**config.mk**
```make
export PLATFORM = sky130hd
export DESIGN_NAME = asx_regfile
export DESIGN_NICKNAME = d
export VERILOG_FILES = /design/src/rtl/asx_pkg.sv /design/src/rtl/asx_regfile.sv
export SDC_FILE = /design/constraint.sdc
export NUM_CORES = 1
export LEC_CHECK = 0
export BUFFER_PORTS_ARGS = -buffer_cell sky130_fd_sc_hd__buf_2
export CORE_AREA = 2 2 323 325
export DETAILED_ROUTE_END_ITERATION = 7
export DIE_AREA = 0 0 325 327
export GPL_TIMING_DRIVEN = 0
export PLACE_DENSITY_LB_ADDON = 0.2
export SYNTH_ARGS = -nofsm -noshare
export SYNTH_HDL_FRONTEND = slang
export SYNTH_SLANG_ARGS = --single-unit
```
**constraint.sdc**
```tcl
create_clock -name clock -period 6.3 [get_ports clock]
set_input_delay 1.26 -clock clock [delete_from_list [all_inputs] [get_ports clock]]
set_output_delay 1.26 -clock clock [all_outputs]
set_load 0.02 [all_outputs]
```
**src/rtl/asx_pkg.sv**
```systemverilog
package asx_pkg;

   // instruction classes
   localparam logic [1:0] OP_DP  = 2'd0;
   localparam logic [1:0] OP_MUL = 2'd1;
   localparam logic [1:0] OP_LS  = 2'd2;
   localparam logic [1:0] OP_BR  = 2'd3;

   // condition codes
   localparam logic [3:0] COND_EQ = 4'd0;
   localparam logic [3:0] COND_NE = 4'd1;
   localparam logic [3:0] COND_GE = 4'd10;
   localparam logic [3:0] COND_LT = 4'd11;
   localparam logic [3:0] COND_GT = 4'd12;
   localparam logic [3:0] COND_LE = 4'd13;
   localparam logic [3:0] COND_AL = 4'd14;

   // data-processing opcodes
   localparam logic [3:0] ALU_AND = 4'd0;
   localparam logic [3:0] ALU_EOR = 4'd1;
   localparam logic [3:0] ALU_SUB = 4'd2;
   localparam logic [3:0] ALU_RSB = 4'd3;
   localparam logic [3:0] ALU_ADD = 4'd4;
   localparam logic [3:0] ALU_TST = 4'd8;
   localparam logic [3:0] ALU_TEQ = 4'd9;
   localparam logic [3:0] ALU_CMP = 4'd10;
   localparam logic [3:0] ALU_ORR = 4'd12;
   localparam logic [3:0] ALU_MOV = 4'd13;

   // shift kinds
   localparam logic [1:0] SH_LSL = 2'd0;
   localparam logic [1:0] SH_LSR = 2'd1;
   localparam logic [1:0] SH_ASR = 2'd2;
   localparam logic [1:0] SH_ROR = 2'd3;

   // result status
   localparam logic [1:0] STAT_DONE    = 2'd0;
   localparam logic [1:0] STAT_SKIP    = 2'd1;
   localparam logic [1:0] STAT_ILLEGAL = 2'd2;
   localparam logic [1:0] STAT_BOUNDS  = 2'd3;

   // mode bits
   localparam int MB_IMM  = 0;
   localparam int MB_PRE  = 1;
   localparam int MB_UP   = 2;
   localparam int MB_LOAD = 3;

   // flag positions in NZCV
   localparam int FL_N = 3;
   localparam int FL_Z = 2;
   localparam int FL_C = 1;
   localparam int FL_V = 0;

   localparam logic [3:0] PC_INDEX = 4'd15;

   localparam logic CSR_GPIO_BASE  = 1'b0;
   localparam logic CSR_GPIO_LIMIT = 1'b1;

   localparam logic [31:0] GPIO_BASE_RESET  = 32'h2020_0000;
   localparam logic [31:0] GPIO_LIMIT_RESET = 32'h2020_0030;

   typedef struct packed {
      logic        en;
      logic [3:0]  addr;
      logic [31:0] data;
   } rf_wr_type;

   typedef struct packed {
      logic        we;
      logic [31:0] addr;
      logic [31:0] wdata;
   } mem_req_type;

endpackage

```
**src/rtl/asx_regfile.sv**
```systemverilog
module asx_regfile (
   input  logic              clock,
   input  logic              reset,
   input  logic [3:0]        rd_addr_a,
   input  logic [3:0]        rd_addr_b,
   output logic [31:0]       rd_data_a,
   output logic [31:0]       rd_data_b,
   input  asx_pkg::rf_wr_type wr
);

   logic [31:0] ram [16];
   logic [15:0] valid_ff;
   logic [31:0] a_raw_ff;
   logic [31:0] b_raw_ff;
   logic        a_vld_ff;
   logic        b_vld_ff;

   always_ff @(posedge clock) begin
      if (wr.en) begin
         ram[wr.addr] <= wr.data;
      end
      a_raw_ff <= ram[rd_addr_a];
      b_raw_ff <= ram[rd_addr_b];
      a_vld_ff <= valid_ff[rd_addr_a];
      b_vld_ff <= valid_ff[rd_addr_b];
   end

   // entries never written read as zero
   always_ff @(posedge clock) begin
      if (reset) begin
         valid_ff <= '0;
      end else if (wr.en) begin
         valid_ff[wr.addr] <= 1'b1;
      end
   end

   assign rd_data_a = a_vld_ff ? a_raw_ff : '0;
   assign rd_data_b = b_vld_ff ? b_raw_ff : '0;

endmodule

```
; Word level (Yosys, flattened, before mapping)
; Memories as Yosys holds them, arrays and structs flattened. A register that Yosys moved wholly into a read port is not among the register bits.
; Index checks and enable logic that the tools add are counted.
[word_totals]
ff_bits = 18
latch_bits = 0
mem_bits_rw = 512
mem_bits_ro = 0
output_inout_bits = 64
word_cells = 20
memories = 1
[op_classes]
n_addsub = 0
n_mul = 0
div = 0
n_lt_le_gt_ge = 4
eq_ne = 0
n_shift = 0
mux = 10
bitwise_logic = 1
reduce_logical = 1
[memory_table]
columns = name, depth, word_bits, rd, rd_ports_with_merged_regs, wr, line
row1 = ram, 16, 32, 2, 2, 1, asx_regfile.sv:11  ; logic [31:0] ram [16];
[op_table]
columns = op, n
row1 = $mux W32, 2
row2 = $or A16 B16 Y16, 1
row3 = $lt A4 B5 Y1 const B, 3
row4 = $bmux W1 S4, 2
row5 = $mux W1, 5
row6 = $demux W1 S4, 1
row7 = $ge A4 B1 Y1 const B, 1
row8 = $logic_and A1 B1 Y1, 1

; Longest topological paths before layout
[logic_depth]
depth_word = 5
depth_mapped = 6
mapped_depth_nobuf = 3

; Worst setup path after synthesis
; OpenSTA, ideal clock, no wires.
[synth_path]
path_type = input-to-reg
start = in wr[34] in the netlist's numbering
end = mem ram[0][0], enable pin
setup_time_ns = 0.461
t_arrival_ns = 3.978
t_required_ns = 5.839
path_slack_ns = 1.861
path_stages = 2
n_path_buf = 0
cell_sequence = or3b_2 nor3_1
[synth_rtl]
columns = item, line
row1 = "start, declared", asx_regfile.sv:8  ; input asx_pkg::rf_wr_type wr
row2 = "end, declared", asx_regfile.sv:11
; No word-level cell before the write port.

; Worst setup path after layout
[layout_path]
start = reg a_vld_ff
end = out rd_data_a[18]
[layout_between]
elab_chain_cells = 1
[layout_lines]
columns = item, line
row1 = "start, declared", asx_regfile.sv:15  ; logic a_vld_ff;
row2 = "start signal, assigned", asx_regfile.sv:24  ; a_vld_ff <= valid_ff[rd_addr_a];
row3 = $mux W32, asx_regfile.sv:37  ; assign rd_data_a = a_vld_ff ? a_raw_ff : '0;
row4 = "end, declared", asx_regfile.sv:6  ; output logic [31:0] rd_data_a,
; No other way between the ends.

==> results.md <==
* Status: completed
* Worst path bufs/invs at 2
* Startpoint types: register
* Ports at about 110
* Post-CTS setup buffer count at 0
* Sequential area share after synthesis at between 60% and 70%
* Starting DRT DRC Count at roughly 1200
* Worst-path clk slew at about 0.06 ns
* Final hold vios at 0
* Leak Pwr at around 0.0099 µW
* Hold Crit Depth at 2
* GRT overflow at 0
* Commonest non-fill, non-tap cell in the layout: edfxtp_1
* WL/cell at approximately 28 µm
* Tmin final at 3.698 ns
* First-pass GRT wire length at approximately 110000 µm
* Main synth FF type: edfxtp_1
* CTS tree: yes
* Pwr per Cell Area at around 300 nW/µm²
* Reg2reg start: ram[3][12]
* Worst path depth at 3
* Vias post-DR at ~14000
* Final Setup Violations at 0
* Clock Latency Late Sink at about 0.61 ns
* Largest net degree at the start of global routing at 23
* Period utilization at just under 60%
* Layout net count at roughly 1500
* CTS buffer count at 69
* # DRC at 0
* Die footprint at ~110000 µm²
* Netlist cell types at 23
* Ys async rst share at 0%
* Vias in the first global route at 15240
* PostCTS Resize Cnt at 0
* Reg2Reg Depth at 3
* Fmax at around 270 MHz
* CP required at roughly 5.0 ns
* Critical path, cell by cell: clkbuf_1, and2_1, buf_2
* Synthesis-stage register bit count at about 590
* CP max stage delay at about 0.8 ns
* HP Start: valid_ff[14]
* Die H at ~330 µm
* Tightest Hold Check Type: reg2reg
* Worst reg-to-reg setup slack at roughly 4.6 ns
* WP data arrival at ~2.4 ns
* Final Worst Setup Slack at about 2.6 ns
* Placed inst area at roughly 28000 µm²
* Critical path capture point type: primary output
* Routed WL at a little over 80000 µm
* Worst Skew at slightly below 0.02 ns
* Top delay family on crit path: buffers and inverters
* Clk root buf: clkbuf_16
* Antenna violations before repair at 5
* # fillers at 10150
* Hold Path Sink: valid_ff[14]
* Syn-to-layout area delta at 19.64%
* Clk buf depth at 3
* H-tree Lvls at 3
* Slew HR at between 15 and 20%
* RSZ-0062 raised after global routing: false
* # rows at between 100 and 150
* Actual slew at the worst max-slew pin at 1.235 ns
* Fin area at a little over 30000 µm²
* Peak supply drop at between 0.15 and 0.2 mV
* Port Buffers at 105
* Synthesized net count at about 1300
* Drt pass-1 iters at 5
* Core Region at between 100000 and 150000 µm²
* Via density at 4.832
* Sequential cell area at approximately 17000 µm²
* Mapped Area at 25470 µm²
* Pre-CTS worst setup slack at 2.667 ns
* Overall Global Routing Usage at between 10% and 20%
* Commonest cells after routing, fill and taps aside: 512 x edfxtp_1, 264 x mux4_2, 132 x a22oi_1, 130 x buf_2, 82 x dfxtp_1
* Worst path slowest cell: clkbuf_1
* Number of synthesized flops with an enable pin at just over 500
* Share of layout cells above drive strength 1 at between 30 and 40%
* Synth area leaders: edfxtp_1 60%, mux4_2 23%, dfxtp_1 6.4%
* Area of the multi-input gates at ~8000 µm²
* Sink Count at just under 600
* Max-cap violations at 0
* Hold_buf cts at 0
* Slew Limit Fails at 0
* RR Endpoint: b_raw_ff[12]
* Hold Slack at about 0.49 ns
* Mapped Cells at approximately 1300
* Die width at around 330 µm
* Share of the synthesized area in the top cell type at 60.36%
* Core Util, Final at 29.61%
* Initial Utilization at between 20% and 30%
* Final ANT Viol Nets at 0
* GP Congestion at around 0.74
* Area leader, netlist: edfxtp_1
* Syn avg cell area at 19.75 µm²
* Critical path peak fanout at 10
* Yosys warns at 0
* Critical Setup Path Class: reg2out
* Post-DP HPWL at approximately 53000 µm
[per-layer routing]
layer,up-vias,global-route usage (%),part of all wire [%]
met5,-,0,0.026
met1,7661,19.96,43
met2,502,24.88,48
li1,5876,-,-
met4,4,4.771,2.6
met3,119,3.137,6.6
[synthesized netlist by cell type (5+ instances only)]
library cell,instances
and2_1,66
buf_4,5
a22oi_1,132
nor2_1,31
clkbuf_1,48
buf_6,13
dfxtp_1,82
buf_2,25
a21oi_1,12
mux4_2,264
nor2b_1,6
edfxtp_1,512
buf_1,9
nand2_1,67
[logic make-up (layout without fill, tap and decap cells)]
group,after synthesis,count (layout),share of synthesized area [%]
AND/OR/NAND/NOR,184,184,3.576
flip-flops,594,594,66.80
buffers and inverters,100,360,2.053
multiplexers,264,264,23.34
AO/OA/AOI/OAI,148,148,4.224
other,0,1,0
[where the power goes]
part           leakage [µW]  switching, µW  internal, µW
sequential          0.00531           38.9          4390
clock               0.00109           1620          2280
combinational       0.00352            413           273
total               0.00992           2070          6940
[sequential cells by signal (all words and copies together) (netlist names)]
| name | cells |
|---|---|
| ram | 512 |
| valid_ff | 16 |
| b_raw_ff | 32 |
| a_vld_ff | 1 |
| b_vld_ff | 1 |
| a_raw_ff | 32 |
[metrics by stage]
stage	cells	total power, µW	TNS, ns
CTS	2930	9129	0
detailed placement	2805	5211	0
finish	2931	9011	0
global placement	2775	5188	-199.62
global route	2930	9324	0
floorplan	1290	4904	0
[worst max-delay path by stage]
stage | startpoint | to | slack [ns]
2_1_floorplan | wr[34] | ram[0][0] | 1.86
3_5_place_dp | wr[33] | ram[7][16] | 2.67
3_3_place_gp | wr[33] | ram[4][15] | -1.69
6_report | a_vld_ff | rd_data_a[18] | 2.60
4_1_cts | a_vld_ff | rd_data_a[17] | 2.42
5_1_grt | b_vld_ff | rd_data_b[14] | 2.42
[worst register-to-register path: cells and delay by family, from the launching register on]
kind / cells / cell delay [ns]
and+or+nand+nor: 1 / 0.17
DFF: 1 / 0.37
muxes: 1 / 0.48
AOI/OAI and AO/OA: 1 / 0.50
[cell type report]
| cell class | instances | share of cell area [%] |
|---|---|---|
| antenna | 1 | 0.008212 |
| buffer | 100 | 1.716 |
| clock buffer | 98 | 6.602 |
| clock inverter | 27 | 0.6118 |
| multi-input combinational | 596 | 26.39 |
| sequential | 594 | 55.84 |
| tap | 1380 | 5.666 |
| timing repair buffer | 135 | 3.166 |
Note: power is estimated with default switching activity, not from simulation.
